[src/design/ctm_pkg.sv]
// ctm_pkg: shared constants, register codes and controller/datapath structs
// for the CA transition matrix power block. No dependencies.
package ctm_pkg;

    localparam int MAX_WIDTH_DEF = 64;
    localparam int EXP_BITS_DEF  = 64;

    localparam int GRID_W     = 7;
    localparam int RULE_W     = 3;
    localparam int EXP_W      = 64;
    localparam int ROW_IDX_W  = 6;
    localparam int ROW_BITS_W = 64;
    localparam int CFG_IDX_W  = 2;
    localparam int CFG_DATA_W = 7;

    localparam logic [GRID_W-1:0] GRID_WIDTH_RST = 7'd64;
    localparam logic [RULE_W-1:0] RULE_BITS_RST  = 3'd5;
    localparam logic              WRAP_MODE_RST  = 1'b1;

    // neighbour tap positions in rule_bits
    localparam int RULE_LEFT  = 0;
    localparam int RULE_SELF  = 1;
    localparam int RULE_RIGHT = 2;

    typedef enum logic [CFG_IDX_W-1:0] {
        CFG_GRID_WIDTH = 2'd0,
        CFG_RULE_BITS  = 2'd1,
        CFG_WRAP_MODE  = 2'd2
    } ctm_cfg_idx_t;

    typedef struct packed {
        logic load;
        logic mul_step;
        logic sqr_step;
        logic sqr_commit;
        logic emit_step;
    } ctm_cmd_t;

    typedef struct packed {
        logic exp_bit;
        logic exp_last;
        logic last_row;
    } ctm_sts_t;

endpackage

[src/design/ctm_ctrl.sv]
// ctm_ctrl: square-and-multiply sequencer and channel handshakes.
// Depends on ctm_pkg; commands ctm_datapath.
module ctm_ctrl import ctm_pkg::*; #(
    parameter int MAX_WIDTH = MAX_WIDTH_DEF
) (
    input  logic     clk,
    input  logic     rst_n,
    input  logic     exp_valid,
    output logic     exp_ready,
    output logic     row_valid,
    input  logic     row_ready,
    output ctm_cmd_t cmd,
    input  ctm_sts_t sts
);

    localparam int CW = $clog2(MAX_WIDTH + 1);

    typedef enum logic [6:0] {
        ST_IDLE   = 7'b0000001,
        ST_DECIDE = 7'b0000010,
        ST_MUL    = 7'b0000100,
        ST_POST   = 7'b0001000,
        ST_SQR    = 7'b0010000,
        ST_COMMIT = 7'b0100000,
        ST_EMIT   = 7'b1000000
    } state_t;

    state_t        state_reg, state_next;
    logic [CW-1:0] step_cnt_reg, step_cnt_next;
    logic          last_step;

    assign last_step = (step_cnt_reg == CW'(MAX_WIDTH - 1));

    always_ff @(posedge clk or negedge rst_n)
    begin
        if (!rst_n)
        begin
            state_reg    <= ST_IDLE;
            step_cnt_reg <= '0;
        end
        else
        begin
            state_reg    <= state_next;
            step_cnt_reg <= step_cnt_next;
        end
    end

    always_comb
    begin
        state_next    = state_reg;
        step_cnt_next = step_cnt_reg;
        cmd           = '0;
        exp_ready     = 1'b0;
        row_valid     = 1'b0;
        case (state_reg)
            ST_IDLE:
            begin
                exp_ready = 1'b1;
                if (exp_valid)
                begin
                    cmd.load   = 1'b1;
                    state_next = ST_DECIDE;
                end
            end
            ST_DECIDE:
            begin
                step_cnt_next = '0;
                if (sts.exp_bit)
                    state_next = ST_MUL;
                else if (sts.exp_last)
                    state_next = ST_EMIT;
                else
                    state_next = ST_SQR;
            end
            ST_MUL:
            begin
                cmd.mul_step = 1'b1;
                if (last_step)
                begin
                    step_cnt_next = '0;
                    state_next    = ST_POST;
                end
                else
                    step_cnt_next = step_cnt_reg + CW'(1);
            end
            ST_POST:
            begin
                state_next = sts.exp_last ? ST_EMIT : ST_SQR;
            end
            ST_SQR:
            begin
                cmd.sqr_step = 1'b1;
                if (last_step)
                begin
                    step_cnt_next = '0;
                    state_next    = ST_COMMIT;
                end
                else
                    step_cnt_next = step_cnt_reg + CW'(1);
            end
            ST_COMMIT:
            begin
                cmd.sqr_commit = 1'b1;
                state_next     = ST_DECIDE;
            end
            ST_EMIT:
            begin
                row_valid = 1'b1;
                if (row_ready)
                begin
                    cmd.emit_step = 1'b1;
                    if (sts.last_row)
                        state_next = ST_IDLE;
                end
            end
            default:
            begin
                state_next = ST_IDLE;
            end
        endcase
    end

endmodule

[config.mk]
export PLATFORM = sky130hd
export DESIGN_NAME = ctm_ctrl
export DESIGN_NICKNAME = d
export VERILOG_FILES = /design/src/design/ctm_pkg.sv /design/src/design/ctm_ctrl.sv
export SDC_FILE = /design/constraint.sdc
export NUM_CORES = 1
export LEC_CHECK = 0
export BUFFER_PORTS_ARGS = -buffer_cell sky130_fd_sc_hd__buf_2
export CORE_MARGIN = 2
export CORE_UTILIZATION = 51
export CTS_BUF_LIST = sky130_fd_sc_hd__clkbuf_2
export DETAILED_ROUTE_END_ITERATION = 8
export GPL_ROUTABILITY_DRIVEN = 0
export PLACE_DENSITY = 0.79
export SETUP_SLACK_MARGIN = 0.5
export SYNTH_ARGS = -nofsm -noshare
export SYNTH_HDL_FRONTEND = slang
export SYNTH_SLANG_ARGS = --single-unit
[constraint.sdc]
create_clock -name clk -period 1.9 [get_ports clk]
set_input_delay 0 -clock clk [delete_from_list [all_inputs] [get_ports clk]]
set_output_delay 0 -clock clk [all_outputs]
set_load 0.05 [all_outputs]
# Word-level counts from Yosys, hierarchy flattened
# Cells that the tools add are included.
# W data, S select, Z words.
totals:
  register_bits: 14
  input_bits: 7
  out_inout_bits: 7
  wordCells: 38
classes:
  add_sub_neg: 1
  eq_ne: 13
  mux: 19
  reduce_logical: 3
op_table:
  columns: ["operator", "count"]
  rows:
  - ["$mux W7", 8]
  - ["$pmux W7 S7", 1]
  - ["$eq A7 B6 Y1 const B", 2]
  - ["$pmux W7 S2", 1]
  - ["$ne A2 B2 Y1 const B", 5]
  - ["$mux W1", 9]
  - ["$add A7 B1 Y7 const B", 1]
  - ["$eq A7 B1 Y1 const B", 1]
  - ["$eq A7 B2 Y1 const B", 1]
  - ["$eq A7 B3 Y1 const B", 1]
  - ["$eq A7 B4 Y1 const B", 1]
  - ["$eq A7 B5 Y1 const B", 1]
  - ["$eq A7 B7 Y1 const B", 1]
  - ["$reduce_and A5 Y1", 1]
  - ["$reduce_bool A2 Y1", 1]
  - ["$reduce_or A2 Y1", 1]

# Logic depth before layout (Yosys ltp)
# Gate-level depths: netlist (run 1).
depth:
  word_depth: 3
  mapped_depth: 6
  mapped_depth_nobuf: 5

# Worst setup path after synthesis (run 1)
# Ideal clock, no wire load.
synth_timing:
  path_type: "reg-to-reg"
  start: "reg state_reg[2]"
  end: "reg state_reg[0]"
  setup_ns: 0.158
  t_arrival_ns: 2.719
  required_ns: 1.742
  path_slack_ns: -0.977
  stages_incl_launch_ff: 6
  path_buffers: 1
  synth_period_minus_slack_ns: 2.877
  path_cell_list: "dfrtp_1 -> buf_6 -> nor2_1 -> nand2_1 -> nor4b_1 -> o32ai_1"
synth_between:
  elab_chain_len: 3
  word_cells_on_any_way: 14
  cone_classes: "eq/ne: 12; mux: 1; reduce/logical: 1"
synth_lines:
  columns: ["element", "line_no", "text"]
  rows:
  - ["from (decl)", "ctm_ctrl.sv:28", "state_t state_reg, state_next;"]
  - ["from (signal assigned)", "ctm_ctrl.sv:43", "state_reg <= state_next;"]
  - ["$eq A7 B3 Y1 (tied with other cells)", "ctm_ctrl.sv:55", "case (state_reg)"]
  - ["$ne A2 B2 Y1 (no source line)", null, null]
  - ["$reduce_and A5 Y1 (no source line)", null, null]
# Several ways; a longest one is shown, not always the timed one.
# A chain may end at the register's enable or synchronous reset.

# Worst setup path in the final report (run 1)
layout_timing:
  start: "reg step_cnt_reg[0]"
  end: "reg state_reg[5]"
layout_between:
  elab_chain_len: 3
  word_cells_on_any_way: 4
  cone_classes: "eq/ne: 3; reduce/logical: 1"
layout_lines:
  columns: ["element", "line_no", "text"]
  rows:
  - ["from (decl)", "ctm_ctrl.sv:29", "logic [CW-1:0] step_cnt_reg, step_cnt_next;"]
  - ["from (signal assigned)", "ctm_ctrl.sv:44", "step_cnt_reg <= step_cnt_next;"]
  - ["$eq A7 B6 Y1 (*)", "ctm_ctrl.sv:32", "assign last_step = (step_cnt_reg == CW'(MAX_WIDTH - 1));"]
  - ["$ne A2 B2 Y1 (no source line)", null, null]
  - ["$reduce_and A5 Y1 (no source line) (*)", null, null]
# Mark *: on every way between the ends. The rest lies on a longest branch, timed or not.

==> reports/summary.txt, run 1 <==
Clock Skew - 0.0102 ns
min cycle time layout - 2.19 ns
Post-DP HPWL - 1.45 mm
Startpoint Class - register
Crit. Startpoint - step_cnt_reg[0]
critical path class - reg2reg
vias per cell - 7.23
min-delay worst type - in2reg
crit path cell chain - ha_2 -> nand3_2 -> nor3_2 -> o21ai_0 -> buf_4 -> nor3b_1
max-cap check violation count - 0
Seq/Total Area, Yosys - 0.413
Vias - 1092
synth unique cells - 46
Leak - 0.000678 uW
drt wl/cell - 27.8 um
Initial Util - 0.552
post-synth design cell area - 851 um2
routed wire length - 4.19 mm
Final Util - 0.974
Slew headroom - 0.742
top cells by area, synth - dfrtp_1 38%, nor3b_1 5.3%, dfstp_2 3.1%, nand3_1 2.9%, o21ai_0 2.9%
I/O Pins - 14
critical path required time - 2.08 ns
Worst Tran Pin Value - 0.386 ns
total CTS buffers - 3
WP buf/inv - 1
most instantiated library cell after synthesis - dfrtp_1
design area - 1500 um2
crit end category - register
total power after layout - 1810 uW
crit-path max FO - 5
clk_lat worst skew - 0.31 ns
status - finished with violations
Hold Path Origin - sts[0]
vias in the first global route - 1013
Reg-to-Reg Start - step_cnt_reg[0]
Post-synth top flop - dfrtp_1
share of layout cells above drive strength 1 - 0.637
first-pass GRT wire length - 5.00 mm
CTS H-Tree Depth - 1
failing checks - negative setup slack
CP Depth - 6
DRT Pass-1 Iters - 4
top cell type's share of synthesized area - 0.382
full die area - 2010 um2
async set-reset flop share out of synthesis - 1.00
clk sink count - 14
largest net degree at the start of global routing - 15
EDFF count, synth - 0
DP Area - 1050 um2
Hold Path Stages - 4
share of the clock period used by the worst path - 1.15
area growth from synthesis to layout - 76.5%
Crit-path slowest cell - dfrtp_1
cell family with most CP delay - simple AND/OR/NAND/NOR gates
setup ws final - -0.289 ns
Remaining DRCs - 0
Net Count, Synth - 94
Slew Viols, Final - 0
clock slew at reported path FFs - 0.16 ns
Hold Fails Final Rpt - 0
total grt overflow - 0
commonest cells in the netlist - 13 x dfrtp_1, 6 x nor2_1, 6 x nor3b_1
average cell area after synthesis - 9.89 um2
initial DRC count - 74
endpoints failing setup - 8
FF-to-FF path depth - 6
die height - 44.8 um
Synth Instances - 86
Root Driver - clkbuf_2
power per cell area - 1200 nW/um2
Hold Slack - 0.0829 ns
Tot GR Track Use - 0.358
CTS tree - done
largest area contributor in the netlist - dfrtp_1
f_max - 457 MHz
RSZ-0062 raised after global routing - true
initial antenna violation count - 0
synth warn - 0
clock tree buffer depth - 2
CP max stage delay - 0.46 ns
die width - 44.8 um
flops & latches, synth - 14
PortBufs - 13
row count - 14
final-stage net count - 144
Ant. Diodes - 0
Peak VDD IR - 1110 uV
Post-DRT Antenna Nets - 0
arrival time worst endpoint - 2.37 ns
core area - 1540 um2
-- final timing paths --
path / end / slack [ns]
min in group asynchronous: step_cnt_reg[5] / 0.12
min reg2reg: step_cnt_reg[3] / 0.62
max in group asynchronous: state_reg[0] / 1.48
min: state_reg[6] / 0.08
max reg2reg: state_reg[5] / -0.29
max: state_reg[5] / -0.29
-- what timing repair did --
action / 4_1_cts / 5_1_grt
setup endpoints to repair: 21 / 21
hold buffers: 4 / 0
pin swaps: 10 / 12
resized for setup: 42 / 14
setup buffers: 10 / 12
hold endpoints to repair: 18 / 0
-- kinds of logic (layout without fill, tap and decap cells) --
group / after synthesis / in the layout / synth area share
buffers and inverters: 8 / 57 / 0.0544
AO/OA/AOI/OAI: 19 / 19 / 0.166
flip-flops: 14 / 14 / 0.413
adder cells (fa/ha/maj): 1 / 1 / 0.0147
XOR/XNOR: 1 / 1 / 0.0103
multiplexers: 3 / 3 / 0.0368
AND/OR/NAND/NOR: 40 / 40 / 0.304
-- cell type report --
type                       instances  area, um2
inverter                           4       22.5
timing repair buffer              49        453
multi-input combinational         64        633
fill                              23       40.0
clock buffer                       4       20.0
sequential                        14        353
tap                               16       20.0
-- worst reg2reg max path: stages, from the launching register on --
cell and delay [ns]:
dfrtp_1 0.46, ha_2 0.28, nand3_2 0.17, nor3_2 0.38
o21ai_0 0.22, buf_4 0.20, nor3b_1 0.35
-- placed cells by master (no fill, tap or decap), types with 2 or more instances in the layout --
master	synthesis	final
mux2i_1	2	2
or4_4	1	2
a22o_1	2	2
inv_1	2	2
nor3b_1	6	2
nand3_1	5	4
buf_8	0	5
nor3b_4	0	2
buf_2	1	6
and2_4	1	2
o211ai_1	2	2
nor2_1	6	2
buf_4	2	20
buf_6	1	14
or3_4	1	3
o21ai_0	5	3
dfrtp_1	13	12
nor3b_2	0	2
nand2_1	3	2
clkbuf_2	0	4
dlygate4sd3_1	0	4
nor2_4	0	4
-- where the power goes --
part / internal (uW) / total [uW] / switching [uW]
Combinational: 612 / 1230 / 619
Sequential: 353 / 408 / 55.1
Clock: 55.8 / 170 / 114
-- stage by stage --
step | setup slack (ns) | cells | setup TNS (ns)
2_1_floorplan | -0.0236 | 86 | -0.0236
3_3_place_gp | 0.142 | 121 | 0
3_5_place_dp | 0.129 | 121 | 0
4_1_cts | -0.0565 | 139 | -0.0918
5_1_grt | -0.306 | 151 | -1.37
6_report | -0.289 | 151 | -1.07
-- routing by layer --
layer | track usage | share of wire
met3 | 0.0520 | 0.11
met2 | 0.643 | 0.46
met4 | 0.176 | 0.086
met1 | 0.412 | 0.34
met5 | 0 | 0
Power figures use the tool's default switching activity.
==> inputs of run 2 (changes only) <==
- PLACE_DENSITY: 0.79 -> 0.76
- clock period: 1.9 -> 2.43 ns (I/O delays scaled with it)
==> run 2 against run 1 <==
  * The flow now finishes without violations
  * Register-to-register slack better by 0.80 ns
  * Non-clock buffer count down 26
  * Sequential power down 17%
==> reports/summary.txt, run 2 (synthesized netlist as in run 1, its figures left out) <==
status - finished clean
PortBufs - 13
die height - 44.8 um
min-delay worst type - in2reg
row count - 14
Post-DP HPWL - 1.30 mm
Tot GR Track Use - 0.221
full die area - 2010 um2
R2R Setup Slk - 0.51 ns
critical path class - reg2out
CTS H-Tree Depth - 1
multi-input logic area - 499 um2
Leak - 0.000492 uW
core area - 1540 um2
DRT Pass-1 Iters - 4
arrival time worst endpoint - 2.04 ns
FF-to-FF path depth - 5
min cycle time layout - 2.04 ns
Ant. Diodes - 0
Slew headroom - 0.723
clk_lat worst skew - 0.30 ns
die width - 44.8 um
power per cell area - 876 nW/um2
setup ws final - 0.392 ns
Vias - 737
crit-path max FO - 3
clock tree buffer depth - 2
largest net degree at the start of global routing - 15
drt wl/cell - 14.6 um
Clock Skew - 0.00240 ns
Hold Fails Final Rpt - 0
total grt overflow - 0
fillers - 118
clock slew at reported path FFs - 0.14 ns
DP Area - 953 um2
initial antenna violation count - 0
most common cell after layout, fill and taps aside - dfrtp_1
vias per cell - 5.90
endpoints failing setup - 0
Initial Util - 0.552
Remaining DRCs - 0
crit end category - primary output
design area - 1080 um2
vias in the first global route - 706
Worst Tran Pin Value - 0.415 ns
final-stage net count - 118
share of the clock period used by the worst path - 0.839
Startpoint Class - register
Hold Slack - 0.0299 ns
first-pass GRT wire length - 3.18 mm
routed wire length - 1.82 mm
RSZ-0062 raised after global routing - true
total CTS buffers - 3
clk sink count - 14
Peak VDD IR - 778 uV
Root Driver - clkbuf_2
commonest non-fill, non-tap cells in the layout - 10 x dfrtp_1, 9 x buf_2, 8 x buf_4, 5 x nor2_1, 5 x nand3_1
CTS tree - done
I/O Pins - 14
Post-DRT Antenna Nets - 0
share of layout cells above drive strength 1 - 0.376
FF+latch area - 355 um2
max-cap check violation count - 0
area growth from synthesis to layout - 27.4%
Hold Path Stages - 4
final setup TNS - 0 ns
initial DRC count - 10
Slew Viols, Final - 0
Post-Place Setup Slack - 0.550 ns
critical path required time - 2.43 ns
f_max - 491 MHz
-- run 2: cell types whose count changed in the layout (fill, tap and decap cells not counted), sizes merged --
cell and change:
buf -27, clkinv +2, inv -1
-- run 2: cell type report --
cell class / count / share of cell area
Clock inverter: 1 / 0.00346
Multi-Input combinational cell: 64 / 0.461
Clock buffer: 3 / 0.0139
Sequential cell: 14 / 0.328
Tap cell: 16 / 0.0185
Timing Repair Buffer: 23 / 0.155
Inverter: 4 / 0.0208
-- run 2: path summary, 6_finish.rpt --
path                                       from               to
worst min-delay path                     sts[0]     state_reg[6]
min in group asynchronous                 rst_n  step_cnt_reg[5]
worst max-delay path               state_reg[4]           cmd[4]
worst min register to register  step_cnt_reg[3]  step_cnt_reg[3]
max in group asynchronous                 rst_n     state_reg[0]
worst max register to register     state_reg[4]  step_cnt_reg[4]
-- run 2: routing by layer --
| layer | track usage | up-vias | share of wire | wire length, um |
|---|---|---|---|---|
| li1 | - | 372 | - | - |
| met1 | 0.310 | 349 | 0.51 | 929 |
| met2 | 0.333 | 11 | 0.44 | 801 |
| met3 | 0.0480 | 5 | 0.031 | 56 |
| met4 | 0.0882 | 0 | 0.019 | 35 |
| met5 | 0 | - | 0 | 0 |
-- run 2: power breakdown --
group / leakage, uW / switching [uW] / internal (uW)
Combinational: 0.000293 / 267 / 224
Clock: 0.0000140 / 83.5 / 35.7
Sequential: 0.000185 / 61.9 / 276
Total: 0.000492 / 412 / 537
-- run 2: critical path, stage by stage, from the launching register on --
cell and delay (ns):
dfrtp_2 0.45, or4_4 0.54, or3_4 0.42, inv_8 0.06, and2_4 0.14, buf_8 0.14
-- run 2: stage by stage --
| stage | utilization | instances | total power (uW) |
|---|---|---|---|
| 4_1_cts | 0.683 | 124 | 919 |
| 2_1_floorplan | - | 86 | 693 |
| 6_report | 0.703 | 125 | 949 |
| 3_5_place_dp | 0.619 | 113 | 770 |
| 3_3_place_gp | 0.619 | 113 | 760 |
| 5_1_grt | 0.703 | 125 | 1010 |
-- run 2: what timing repair did --
action / in CTS / in global routing
buffers inserted: 3 / 1
endpoints found under the setup margin: 4 / 8
hold buffers: 4 / 0
pin swaps: 0 / 2
gates resized for setup: 6 / 9
hold endpoints to repair: 18 / 0
==> inputs of run 3 (changes only) <==
- ABC_AREA: not set -> 1
- PLACE_DENSITY: 0.76 -> 0.79
- clock period: 2.43 -> 1.8 ns (I/O delays scaled with it)
==> run 3 against run 2 <==
  * Synthesized cell count increased by 37%
  * Clock-buffer cell count did not move
  * Die area is 1.2% higher
  * Non-clock buffer count rose by 6
  * Sequential power increased by 31%
  * Via count grew 16%
  * Cell count increased by 33%
  * Flip-flop and latch count is the same
  * Core utilization grew 11 points
  * Register-to-register slack got worse by 0.11 ns
  * Global-route usage up 0.65 points
  * Setup slack got worse by 0.013 ns
  * Critical path type unchanged
  * Critical endpoint is now cmd[3]
  * Largest power group unchanged
==> reports/summary.txt, run 3 <==
routed wire length - 2.28 mm
drt wl/cell - 13.7 um
internal power - 853 uW
f_max - 704 MHz
total grt overflow - 0
commonest cells in the netlist - 25 x nand2_1, 16 x inv_1, 15 x nor2_1
area growth from synthesis to layout - 44.7%
Net Count, Synth - 126
die height - 45.1 um
crit-path max FO - 4
critical path required time - 1.80 ns
share of layout cells above drive strength 1 - 0.453
most common cell after layout, fill and taps aside - nand2_1
vias in the first global route - 785
CTS H-Tree Depth - 1
largest area contributor in the netlist - dfrtp_1
Leak - 0.000674 uW
Gate power share - 0.643
EDFF count, synth - 0
initial DRC count - 15
power per cell area - 1310 nW/um2
Slew Viols, Final - 0
top cell type's share of synthesized area - 0.377
Post-DP HPWL - 1.43 mm
Clock Skew - 0.00656 ns
endpoints failing setup - 0
Worst Tran Pin Value - 0.307 ns
clk sink count - 14
most instantiated library cell after synthesis - nand2_1
top cells by area, synth - dfrtp_1 38%, nand2_1 11%, nand3_1 7.0%, inv_1 7.0%, nor2_1 6.5%
Slew headroom - 0.796
Peak VDD IR - 806 uV
I/O Pins - 14
Startpoint Class - register
critical path class - reg2out
Post-DRT Antenna Nets - 0
full die area - 2040 um2
multi-input logic area - 507 um2
DRT Pass-1 Iters - 4
total CTS buffers - 3
flops & latches, synth - 14
Remaining DRCs - 0
final setup TNS - 0 ns
Hold Fails Final Rpt - 0
first-pass GRT wire length - 3.28 mm
max-cap check violation count - 0
synth warn - 0
register share of total power - 0.270
Seq/Total Area, Yosys - 0.408
clk_lat worst skew - 0.27 ns
clock slew at reported path FFs - 0.13 ns
row count - 14
status - finished clean
clock tree buffer depth - 2
RSZ-0062 raised after global routing - true
arrival time worst endpoint - 1.42 ns
PortBufs - 13
min cycle time layout - 1.42 ns
core area - 1540 um2
crit end category - primary output
Initial Util - 0.559
Post-synth top flop - dfrtp_1
largest net degree at the start of global routing - 15
Tot GR Track Use - 0.228
P_sw - 784 uW
fillers - 95
Clk pwr share - 0.087
commonest non-fill, non-tap cells in the layout - 20 x nand2_1, 13 x inv_1, 13 x dfrtp_1, 11 x buf_4, 10 x nand3_1
share of the clock period used by the worst path - 0.789
die width - 45.1 um
vias per cell - 5.16
min-delay worst type - in2reg
FF+latch area - 352 um2
Vias - 856
Synth Instances - 118
post-synth design cell area - 862 um2
Ant. Diodes - 0
average cell area after synthesis - 7.31 um2
CTS tree - done
Post-Place Setup Slack - 0.418 ns
setup ws final - 0.379 ns
async set-reset flop share out of synthesis - 1.00
switching share of power - 0.479
final-stage net count - 159
synth unique cells - 23
Root Driver - clkbuf_2
initial antenna violation count - 0
run 3: cell count changes in the layout (fill, tap and decap cells not counted), sizes merged, moves of 3 or more:
cell	before	now
nand2	3	33
or3	4	0
o211ai	3	0
nor2	6	21
nand3	5	13
inv	3	21
buf	18	26
nor3b	6	0
run 3: what timing repair did:
item,CTS,global route
endpoints found under the setup margin,20,20
gates resized for setup,25,15
hold endpoints to repair,17,0
pin swaps,4,4
setup buffers,7,6
hold buffers,3,0
run 3: area by class of cell:
class | instances | share of cell area
Tap cell | 16 | 0.0160
Inverter | 21 | 0.0652
Clock buffer | 3 | 0.0120
Timing Repair Buffer | 29 | 0.216
Sequential cell | 14 | 0.282
Multi-Input combinational cell | 82 | 0.406
Clock inverter | 1 | 0.00301
run 3: stage by stage:
step	hold WS (ns)	power, uW	instance area, um2	cells	utilization
floorplan	-0.296	996	880	118	-
global placement	-0.0907	1120	957	146	0.621
detailed placement	-0.0936	1130	957	146	0.621
CTS	0.00270	1430	1120	160	0.724
global route	0.0282	1740	1250	166	0.809
finish	0.0546	1640	1250	166	0.809
run 3: power groups by stage:
stage | clock network (uW) | logic (uW) | registers (uW)
after floorplan | 0 | 554 | 442
after global placement | 0 | 663 | 452
after detailed placement | 0 | 671 | 455
after CTS | 149 | 839 | 438
after global routing | 161 | 1130 | 448
final | 142 | 1050 | 442
run 3: metal layers:
layer  vias to the layer above  track usage  part of all wire
met2                        21        0.363              0.54
met5                         -            0                 0
li1                        429            -                 -
met4                         0       0.0529             0.012
met3                         2       0.0720             0.041
met1                       404        0.303              0.41
run 3: kinds of logic (layout without fill, tap and decap cells):
kind of cell    after synthesis  in the layout  share of synthesized area
simple gates                 71             71                      0.408
buf+inv                      22             54                      0.100
xor+xnor                      2              2                     0.0203
fa+ha+maj                     1              1                     0.0145
compound gates                8              8                     0.0493
flops                        14             14                      0.408
run 3: path summary, 6_finish.rpt:
| path | endpoint | startpoint | cells after the start | slack (ns) |
|---|---|---|---|---|
| setup reg to reg | step_cnt_reg[4] | state_reg[5] | 10 | 0.40 |
| max in group asynchronous | state_reg[0] | rst_n | 2 | 1.38 |
| hold reg to reg | step_cnt_reg[6] | step_cnt_reg[6] | 1 | 0.57 |
| hold / removal | state_reg[0] | exp_valid | 4 | 0.05 |
| min in group asynchronous | step_cnt_reg[6] | rst_n | 2 | 0.13 |
| setup / recovery | cmd[3] | state_reg[5] | 7 | 0.38 |
run 3: worst max-delay path: stages (launching register included):
cell,delay (ns)
dfrtp_1,0.41
inv_2,0.08
nand2_2,0.07
nor2_4,0.16
buf_12,0.14
nand2_4,0.06
inv_1,0.07
buf_6,0.15
